`src/rtl/avr_pkg.sv`:
```
// Shared types, constants and the arctangent table for the axis-angle rotator.
package avr_pkg;

  localparam int AngW = 17;
  localparam logic signed [AngW-1:0] TurnUnits    = 17'sd23040;
  localparam logic signed [AngW-1:0] HalfTurn     = 17'sd11520;
  localparam logic signed [AngW-1:0] QuarterTurn  = 17'sd5760;
  localparam int XyW = 34;
  localparam int ZW  = 32;
  localparam logic signed [XyW-1:0] CordicGain = 34'sd652032874;

  typedef struct packed {
    logic                  vld;
    logic                  flip;
    logic signed [XyW-1:0] x;
    logic signed [XyW-1:0] y;
    logic signed [ZW-1:0]  z;
  } cordic_t;

  typedef struct packed {
    logic signed [15:0] vx;
    logic signed [15:0] vy;
    logic signed [15:0] vz;
    logic signed [15:0] kx;
    logic signed [15:0] ky;
    logic signed [15:0] kz;
  } vk_t;

  // atan(2^-i) in degrees, in units of 2^-22 degree.
  function automatic logic signed [ZW-1:0] atan_deg(input int i);
    logic signed [ZW-1:0] a;
    case (i)
      0:  a = 32'sd188743680;
      1:  a = 32'sd111421900;
      2:  a = 32'sd58872272;
      3:  a = 32'sd29884485;
      4:  a = 32'sd15000234;
      5:  a = 32'sd7507429;
      6:  a = 32'sd3754631;
      7:  a = 32'sd1877430;
      8:  a = 32'sd938729;
      9:  a = 32'sd469366;
      10: a = 32'sd234683;
      11: a = 32'sd117342;
      12: a = 32'sd58671;
      13: a = 32'sd29335;
      14: a = 32'sd14668;
      15: a = 32'sd7334;
      16: a = 32'sd3667;
      17: a = 32'sd1833;
      18: a = 32'sd917;
      19: a = 32'sd458;
      20: a = 32'sd229;
      21: a = 32'sd115;
      22: a = 32'sd57;
      23: a = 32'sd29;
      24: a = 32'sd14;
      25: a = 32'sd7;
      26: a = 32'sd4;
      27: a = 32'sd2;
      28: a = 32'sd1;
      default: a = '0;
    endcase
    return a;
  endfunction

endpackage

```
`src/rtl/avr_cordic_stage.sv`:
```
// One registered rotation-mode CORDIC iteration.
module avr_cordic_stage
  import avr_pkg::*;
#(
  parameter int SHIFT = 0
) (
  input  logic    clk_i,
  input  logic    rst_ni,
  input  cordic_t stage_i,
  output cordic_t stage_o
);

  localparam logic signed [ZW-1:0] Atan = atan_deg(SHIFT);

  cordic_t stage_d, stage_q;

  always_comb begin
    stage_d = stage_i;
    if (stage_i.z >= 0) begin
      stage_d.x = stage_i.x - (stage_i.y >>> SHIFT);
      stage_d.y = stage_i.y + (stage_i.x >>> SHIFT);
      stage_d.z = stage_i.z - Atan;
    end else begin
      stage_d.x = stage_i.x + (stage_i.y >>> SHIFT);
      stage_d.y = stage_i.y - (stage_i.x >>> SHIFT);
      stage_d.z = stage_i.z + Atan;
    end
  end

  always_ff @(posedge clk_i or negedge rst_ni) begin
    if (!rst_ni) begin
      stage_q <= '0;
    end else begin
      stage_q <= stage_d;
    end
  end

  assign stage_o = stage_q;

endmodule

```
`config.mk`:
```
export PLATFORM = sky130hd
export DESIGN_NAME = avr_cordic_stage
export DESIGN_NICKNAME = d
export VERILOG_FILES = /design/src/rtl/avr_pkg.sv /design/src/rtl/avr_cordic_stage.sv
export SDC_FILE = /design/constraint.sdc
export NUM_CORES = 1
export LEC_CHECK = 0
export BUFFER_PORTS_ARGS = -buffer_cell sky130_fd_sc_hd__buf_4
export CAP_MARGIN = 20
export CORE_MARGIN = 2
export CORE_UTILIZATION = 51
export DETAILED_ROUTE_END_ITERATION = 10
export PLACE_DENSITY = 0.79
export SYNTH_ARGS = -nofsm -noshare
export SYNTH_HDL_FRONTEND = slang
export SYNTH_SLANG_ARGS = --single-unit
```
`constraint.sdc`:
```
create_clock -name clk_i -period 0.8 [get_ports clk_i]
set_input_delay 0.16 -clock clk_i [delete_from_list [all_inputs] [get_ports clk_i]]
set_output_delay 0.16 -clock clk_i [all_outputs]
set_load 0.1 [all_outputs]
```
==> results of run 1 <==
-- cells by family after synthesis --
| family | after synthesis |
|---|---|
| compound gates | 381 |
| xor+xnor | 69 |
| fa+ha+maj | 107 |
| buf+inv | 156 |
| flops | 101 |
| mux | 13 |
| simple gates | 265 |
-- through the flow --
step | instance area, µm² | setup TNS, ps | cells
2_1_floorplan | 10410 | -72260 | 1092
3_3_place_gp | 14690 | -105110 | 1846
3_5_place_dp | 14690 | -109920 | 1846
-- Yosys cell counts (all sizes together), types with 24 or more instances --
cell type and count:
ha 104, xnor2 51, a21oi 118, nor2 81, o21ai 71, clkbuf 24, dfrtp 101, nand2 66
buf 27, a21o 25, inv 104
==> results.toml, run 1 <==
[floorplan]
start_util_pct = 52.47
num_rows = 48
die_x_um = 137.6
die_h_um = 137.6
ioPinCount = 206

[synthesis]
synth_seq_area_share_pct = 27.75
synth.distinct_cells = 79
synth.cell_area_mm2 = 0.009106
synth_mux_area_share_pct = 1.429
yosys_most_used_dff = "dfrtp_1"
ys_top_cells_by_area = "dfrtp_1 (28%), ha_1 (14%), a21oi_1 (6.4%)"
synthAdderAreaFrac_pct = 14.95
syn_inst = 1092
synth_nets = 1303
yosys.area_share.simple_pct = 14.51
async_flop_share_pct = 100.0
yosys.area_share.xor_xnor_pct = 6.636
synth_compound_area_share_pct = 27.93
synth_top_area_share_pct = 27.75
avgSynthCellArea_um2 = 8.339
synth_top_family_by_area = "compound AO/OA/AOI/OAI gates"
ys_ff_latch = 101
yosysTopAreaCell = "dfrtp_1"
yosysWarnings = 0
synth_edf_count = 0

[outcome]
first-error = "[ERROR DPL-0038] Utilization greater than 100%, impossible to legalize"
haltStage = "4_1_cts"
status = "did not finish"

[clock_tree]
cts_buffers = 9
ctsResizeCount = 517
cts-htree-levels = 3
cts_buffer_depth = 2
cts_sinks = 101
postCtsSetupBuffers = 42
hold_buffers = 26
cts_root_buf = "clkbuf_16"

[placement]
place_ws_ps = -1916
gp_congestion = 1.001
numPortBuffers = 205
dpl.hpwl_mm = 31.50
==> run 2: changes to the inputs <==
Settings changed: CORE_UTILIZATION 51 to 40, PLACE_DENSITY 0.79 to unset, PLACE_DENSITY_LB_ADDON set to 0.15.
Clock period 0.8 ns to 1.04 ns, I/O delays scaled along.
==> results.toml, run 2 <==
[placement]
gp_congestion = 0.9702
dpl.hpwl_mm = 29.50
dpl_cell_area_mm2 = 0.01455
numPortBuffers = 205

[layout]
drive_gt1_share_pct = 60.21
final_util_pct = 77.95
largest_reg_flops = 101
register_area_mm2 = 0.002654
nFillCells = 1508
diodes = 0
final_cell_mix = "buf_4 (464), buf_6 (103), dfrtp_2 (98), inv_1 (82), nor2_1 (75)"
multi_input_area_mm2 = 0.007692
mostFrequentLayoutCell = "buf_4"
area_delta_synth_final_pct = 92.62
fin_area_mm2 = 0.01754
layout.nets = 1925

[detailed_routing]
routed.top_layer = "met4"
post-route-drc-count = 0
wl_per_cell_um = 20.33
vias_per_cell = 5.516
wl_mm = 40.73
wl_met3_mm = 2.614
drt_pass1_iterations = 5
antenna_left = 0
vias = 11050
drt_iter0_markers = 819
met2_length_mm = 19.73
wl_met1_mm = 17.07

[power_and_ir_drop]
power_leakage_nw = 8.047
p_clk_share_pct = 14.3
combPwrFrac_pct = 64.5
power.density_mw_per_mm2 = 1421
power_frac_seq_pct = 21.2
intPower_mw = 12.51
p_sw_share_pct = 49.80
ir_drop_uv = 1270
netSwitchingPower_mw = 12.41

[grt]
first_global_vias = 11300
grt_pass1_wl_mm = 60.14
grt_max_degree = 33
overflow = 0
grt_antenna_before_repair = 0
grt_usage_pct = 31.92

[timing]
post-route-min-period_ps = 2311
report.final.slew_viol_count = 0
worst_slack_ps = -1271
slew_headroom_pct = 52.87
tns_ps = -76250
finalCritPeriodShare_pct = 222.3
tightest_slew_ps = 697.8
hold_viol_final = 0
maxClockFrequency_ghz = 0.4326
finalSetupViolCount = 172
rsz0062_at_grt = "yes"

[critical_path]
critPathKind = "input pin to register"
crit_arrival_ps = 2570
worst_setup_path_end_kind = "register"
critPathLaunchType = "input pin"
cp.required_ps = 1300
cp_max_fo = 4

[outcome]
violations = "negative setup slack"
status = "finished with violations"

[synthesis]
syn_inst = 1092
netlist_top_cells_count = "a21oi_1 (117), ha_1 (104), dfrtp_1 (101)"
synth_edf_count = 0
yosysTopAreaCell = "dfrtp_1"
synth_top_area_share_pct = 27.75
yosysWarnings = 0
avgSynthCellArea_um2 = 8.339
yosys_most_used_dff = "dfrtp_1"
ys_top_cells_by_area = "dfrtp_1 (28%), ha_1 (14%), a21oi_1 (6.4%)"
synth_most_common_cell = "a21oi_1"
async_flop_share_pct = 100.0
synth.distinct_cells = 79
ys_ff_latch = 101
synth_nets = 1303
synth_seq_area_share_pct = 27.75
synth.cell_area_mm2 = 0.009106

[worst_hold_path]
hp-class = "input pin to register"
min_path_cells = 2

[clock_tree]
cts_root_buf = "clkbuf_16"
cts_sinks = 101
path_clk_slew_ps = 90
cts_buffers = 9
cts_tree = "built"
cts_buffer_depth = 2
cts-htree-levels = 3

[floorplan]
die_h_um = 154.9
num_rows = 55
die_area_mm2 = 0.02399
start_util_pct = 40.47
ioPinCount = 206
die_x_um = 154.9
core_mm2 = 0.02250

[flow_run]
maxCapViolCount = 0
-- run 2: cell counts after synthesis --
Identical to the previous run, type by type.
-- run 2: area by class of cell --
class                      count  share of cell area (%)
multi-input combinational    835                   43.85
timing repair buffer         662                   34.67
sequential                   101                   15.13
inverter                     105                   2.618
tap                          285                   2.033
clock buffer                   9                   1.284
clock inverter                 7                  0.4066
-- run 2: final timing paths --
| path | from | end | slack [ps] |
|---|---|---|---|
| max in group asynchronous | rst_ni | stage_o[90]$_DFF_PN0_ | 330 |
| min in group asynchronous | rst_ni | stage_o[5]$_DFF_PN0_ | 240 |
| setup / recovery | stage_i[32] | stage_o[62]$_DFF_PN0_ | -1270 |
| hold / removal | stage_i[22] | stage_o[22]$_DFF_PN0_ | 70 |
-- run 2: kinds of logic (layout without fill, tap and decap cells) --
kind of cell	after synthesis	in the layout	synth area share, %
flops	101	101	27.75
mux	13	13	1.429
xor+xnor	69	69	6.636
simple gates	265	265	14.51
fa+ha+maj	107	107	14.95
buf+inv	156	783	6.788
compound gates	381	381	27.93
-- run 2: timing repair --
item                                    CTS  global route
setup buffers                            36            22
pin swaps                               135           107
hold endpoints to repair                125             0
hold buffers                             25             0
endpoints found under the setup margin  172           171
cloned                                    1             0
resized for setup                       365           109
-- run 2: layer usage --
layer / vias to the layer above / GRT usage [%]
met5: - / 0
met4: 0 / 10.76
met3: 103 / 5.794
met2: 488 / 54.26
met1: 5334 / 40.99
li1: 5129 / -
-- run 2: worst max-delay path, cell delays in order --
cell and delay (ps):
buf_12 120, ha_4 170, fa_2 360, nor2b_4 140, o311a_4 320, o21ai_2 130, buf_6 150, buf_6 100
a31o_4 180, o221ai_4 170, a41oi_2 260, mux2i_1 120, xnor2_1 130
-- run 2: power groups by stage --
| stage | logic, mW | clock network (mW) | registers [mW] |
|---|---|---|---|
| floorplan | 3.71 | 0 | 10.4 |
| global placement | 13.4 | 0 | 5.07 |
| detailed placement | 13.5 | 0 | 5.08 |
| CTS | 15.3 | 3.60 | 5.24 |
| global route | 16.7 | 3.72 | 5.33 |
| finish | 16.1 | 3.56 | 5.28 |
-- run 2: through the flow --
step / std cells / hold WS (ps) / setup WS (ps) / total power, mW
final: 2004 / 69.35 / -1271 / 24.92
after global routing: 2004 / 68.37 / -1393 / 25.76
after CTS: 1987 / 17.01 / -1222 / 24.14
after detailed placement: 1914 / 85.98 / -1772 / 18.58
after global placement: 1914 / 83.77 / -1739 / 18.49
after floorplan: 1092 / -87.59 / -1230 / 14.11
Power figures use the tool's default switching activity.
==> run 3: changes to the inputs <==
Settings changed: REMOVE_ABC_BUFFERS set to 1.
==> results.toml, run 3 (synthesis results as in run 2) <==
[layout]
final_cell_mix = "buf_4 (459), dfrtp_1 (99), buf_6 (83), buf_8 (76), inv_1 (74)"
nFillCells = 1262
mostFrequentLayoutCell = "buf_4"
diodes = 0
fin_area_mm2 = 0.01847
largest_reg_flops = 101
layout.nets = 1951
final_util_pct = 82.06
drive_gt1_share_pct = 58.85
area_delta_synth_final_pct = 102.8

[critical_path]
critPathKind = "input pin to register"
crit_arrival_ps = 2910
cp_max_fo = 5
cp.required_ps = 1310
critPathLaunchType = "input pin"
worst_setup_path_end_kind = "register"

[grt]
overflow = 0
grt_antenna_before_repair = 0
first_global_vias = 11460
grt_usage_pct = 33.33
grt_pass1_wl_mm = 62.45
grt_max_degree = 51

[timing]
tightest_slew_ps = 677.0
finalSetupViolCount = 173
hold_viol_final = 0
finalCritPeriodShare_pct = 254.1
tns_ps = -80500
post-route-min-period_ps = 2642
worst_slack_ps = -1602
slew_headroom_pct = 54.39
report.final.slew_viol_count = 0
hold_slack_ps = 113.0
maxClockFrequency_ghz = 0.3785
rsz0062_at_grt = "yes"

[power_and_ir_drop]
p_clk_share_pct = 14.5
ir_drop_uv = 996.1
power_frac_seq_pct = 20.0
power.density_mw_per_mm2 = 1422
intPower_mw = 13.14
netSwitchingPower_mw = 13.12
power_leakage_nw = 8.492
combPwrFrac_pct = 65.4
p_sw_share_pct = 49.97

[detailed_routing]
wl_per_cell_um = 22.29
vias_per_cell = 5.728
drt_iter0_markers = 992
post-route-drc-count = 0
drt_pass1_iterations = 8
wl_mm = 45.25
antenna_left = 0
vias = 11630

[floorplan]
die_h_um = 154.9
die_x_um = 154.9
start_util_pct = 40.47
core_mm2 = 0.02250
num_rows = 55
die_area_mm2 = 0.02399
ioPinCount = 206

[outcome]
status = "finished with violations"
violations = "negative setup slack"

[placement]
dpl_cell_area_mm2 = 0.01371
numPortBuffers = 205
gp_congestion = 1.057
dpl.hpwl_mm = 28.46

[clock_tree]
path_clk_slew_ps = 90
cts_tree = "built"
cts_sinks = 101
cts_root_buf = "clkbuf_16"
cts_buffers = 9
cts_buffer_depth = 2
cts-htree-levels = 3

[worst_hold_path]
hp-class = "input pin to register"

[flow_run]
maxCapViolCount = 0
==> run 3: cell count changes in the layout (fill, tap and decap cells not counted), sizes merged <==
cell      change
clkinv        -1
inv           +4
buf          +26
clkinvlp      -3
==> run 3: worst paths after layout <==
path / cells past startpoint / startpoint / slack (ps) / end
setup / recovery: 12 / stage_i[35] / -1600 / stage_o[92]$_DFF_PN0_
hold / removal: 2 / stage_i[22] / 110 / stage_o[23]$_DFF_PN0_
max in group asynchronous: 3 / rst_ni / 320 / stage_o[22]$_DFF_PN0_
min in group asynchronous: 2 / rst_ni / 190 / stage_o[44]$_DFF_PN0_
==> run 3: area by class of cell <==
cell class | instances | area [µm²] | area share, %
well taps | 285 | 356.6 | 1.931
flip-flops and latches | 101 | 2530 | 13.70
inverters | 105 | 431.7 | 2.338
clock inverters | 7 | 83.83 | 0.4540
repair buffers | 688 | 6658 | 36.06
clock buffers | 9 | 225.2 | 1.220
multi-input cells | 835 | 8180 | 44.30
==> run 3: per-stage QoR <==
stage / worst slack [ps] / total power, mW / instances
floorplan: -1481 / 13.29 / 1041
global placement: -2046 / 17.88 / 1910
detailed placement: -1991 / 17.94 / 1910
CTS: -1312 / 24.58 / 1995
global route: -1601 / 26.98 / 2030
finish: -1602 / 26.26 / 2030
==> run 3: layer usage <==
metal	GRT usage, %	vias to the layer above	share of wire [%]
met5	0	-	0
met2	56.99	615	50
li1	-	5193	-
met4	14.33	0	5.1
met1	41.85	5659	39
met3	5.097	160	6.5
==> run 3: power groups by stage <==
stage | sequential, mW | clock, mW | combinational, mW
3_3_place_gp | 4.96 | 0 | 12.9
3_5_place_dp | 4.96 | 0 | 13.0
2_1_floorplan | 10.3 | 0 | 3.03
5_1_grt | 5.31 | 3.95 | 17.7
4_1_cts | 5.17 | 3.83 | 15.6
6_report | 5.26 | 3.82 | 17.2
==> run 3: what timing repair did <==
action,4_1_cts,5_1_grt
setup endpoints to repair,171,173
hold endpoints to repair,125,0
pin swaps,161,183
cloned,0,0
hold buffers,25,0
buffers inserted,52,49
resized for setup,589,240
==> run 3: worst max-delay path, stage by stage <==
cell and delay (ps):
buf_6 100, inv_2 60, ha_4 220, o21ai_0 560
a21oi_4 90, o211ai_1 440, nand2_2 190, a311o_1 450
buf_6 150, a211oi_4 230, a21oi_2 50, xor2_1 150
==> run 4: changes to the inputs <==
Settings changed: SKIP_CTS_REPAIR_TIMING set to 1.
==> results.toml, run 4 (synthesis results as in run 2) <==
[critical_path]
critPathLaunchType = "input pin"
cp.required_ps = 1320
critPathKind = "input pin to register"
crit_arrival_ps = 2680
worst_setup_path_end_kind = "register"
cp_max_fo = 3

[placement]
gp_congestion = 1.057
numPortBuffers = 205
place_inst = 1910
place_ws_ps = -1991
dpl.hpwl_mm = 28.46
dpl_cell_area_mm2 = 0.01371

[clock_tree]
path_clk_slew_ps = 90
cts_buffer_depth = 2
cts_sinks = 101
cts_buffers = 9
cts-htree-levels = 3
cts_tree = "built"
cts_root_buf = "clkbuf_16"

[floorplan]
core_mm2 = 0.02250
die_area_mm2 = 0.02399
start_util_pct = 40.47
num_rows = 55
ioPinCount = 206
die_x_um = 154.9
die_h_um = 154.9

[detailed_routing]
wl_per_cell_um = 20.50
antenna_left = 0
wl_mm = 40.69
post-route-drc-count = 0
vias = 11020
vias_per_cell = 5.552
drt_pass1_iterations = 5
drt_iter0_markers = 803

[layout]
final_cell_mix = "buf_4 (449), dfrtp_1 (100), buf_8 (84), inv_1 (81), nor2_1 (68)"
mostFrequentLayoutCell = "buf_4"
area_delta_synth_final_pct = 92.15
fin_area_mm2 = 0.01750
diodes = 0
largest_reg_flops = 101
drive_gt1_share_pct = 54.65
layout.nets = 1906
fin_cells = 1985
multi_input_area_mm2 = 0.007775
nFillCells = 1447
register_area_mm2 = 0.002529

[timing]
tightest_slew_ps = 606.6
slew_headroom_pct = 59.25
maxClockFrequency_ghz = 0.4160
rsz0062_at_grt = "yes"
report.final.slew_viol_count = 0
finalSetupViolCount = 171
worst_slack_ps = -1364
finalCritPeriodShare_pct = 231.2
hold_viol_final = 0
post-route-min-period_ps = 2404

[power_and_ir_drop]
power.density_mw_per_mm2 = 1440
ir_drop_uv = 1034
power_leakage_nw = 8.104

[grt]
grt_usage_pct = 28.32
first_global_vias = 9855
grt_max_degree = 51
grt_antenna_before_repair = 0
overflow = 0
grt_pass1_wl_mm = 53.30

[worst_hold_path]
hp-class = "input pin to register"

[outcome]
violations = "negative setup slack"
status = "finished with violations"

[flow_run]
maxCapViolCount = 0
## run 4: cell count changes in the layout (fill, tap and decap cells not counted), moves of 7 or more
cell | previous run | this run
a21oi_1 | 58 | 66
buf_12 | 44 | 30
nor2_1 | 60 | 68
buf_6 | 83 | 55
buf_4 | 459 | 449
inv_1 | 74 | 81
ha_4 | 39 | 30
nor2_2 | 17 | 10
buf_8 | 76 | 84
## run 4: worst paths after layout
| check | endpoint | cells after the start | startpoint | slack, ps |
|---|---|---|---|---|
| max in group asynchronous | stage_o[66]$_DFF_PN0_ | 3 | rst_ni | 340 |
| min in group asynchronous | stage_o[44]$_DFF_PN0_ | 2 | rst_ni | 190 |
| max | stage_o[86]$_DFF_PN0_ | 13 | stage_i[66] | -1360 |
| min | stage_o[23]$_DFF_PN0_ | 2 | stage_i[22] | 100 |
## run 4: where the power goes
group          switching, mW  total (mW)  internal, mW  leakage (nW)
Clock                   2.02        3.77          1.75         0.152
Combinational           10.0        16.2          6.19          6.78
Sequential             0.567        5.21          4.64          1.18
## run 4: layer usage
layer,vias up,GRT usage [%],wire length [µm]
met1,5397,39.24,17240
li1,5091,-,-
met5,-,0,0
met3,73,3.454,2214
met4,0,8.510,1015
met2,460,46.37,20220
## run 4: area by class of cell
type	instances	share of cell area, %
repair buffers	643	34.87
clock inverters	7	0.4791
inverters	105	2.438
multi-input cells	835	44.43
well taps	285	2.038
clock buffers	9	1.287
flip-flops and latches	101	14.45
## run 4: critical path: stages
cell and delay [ps]:
buf_8 110, inv_1 100, ha_4 180, fa_2 250, nand2b_4 160, a21oi_4 60, o211ai_1 390, nand2_2 200
buf_6 170, a221oi_4 300, o21bai_4 180, o41ai_2 80, a311oi_1 280
## run 4: stage by stage
step | total power [mW] | setup TNS, ps | util (%) | hold slack (ps)
6_report | 25.19 | -74230 | 77.76 | 99.61
5_1_grt | 25.99 | -79730 | 77.76 | 109.9
2_1_floorplan | 13.29 | -80830 | - | -87.59
4_1_cts | 21.74 | -89640 | 62.30 | -355.7
3_5_place_dp | 17.94 | -99490 | 60.93 | 47.05
3_3_place_gp | 17.88 | -98060 | 60.93 | 42.37
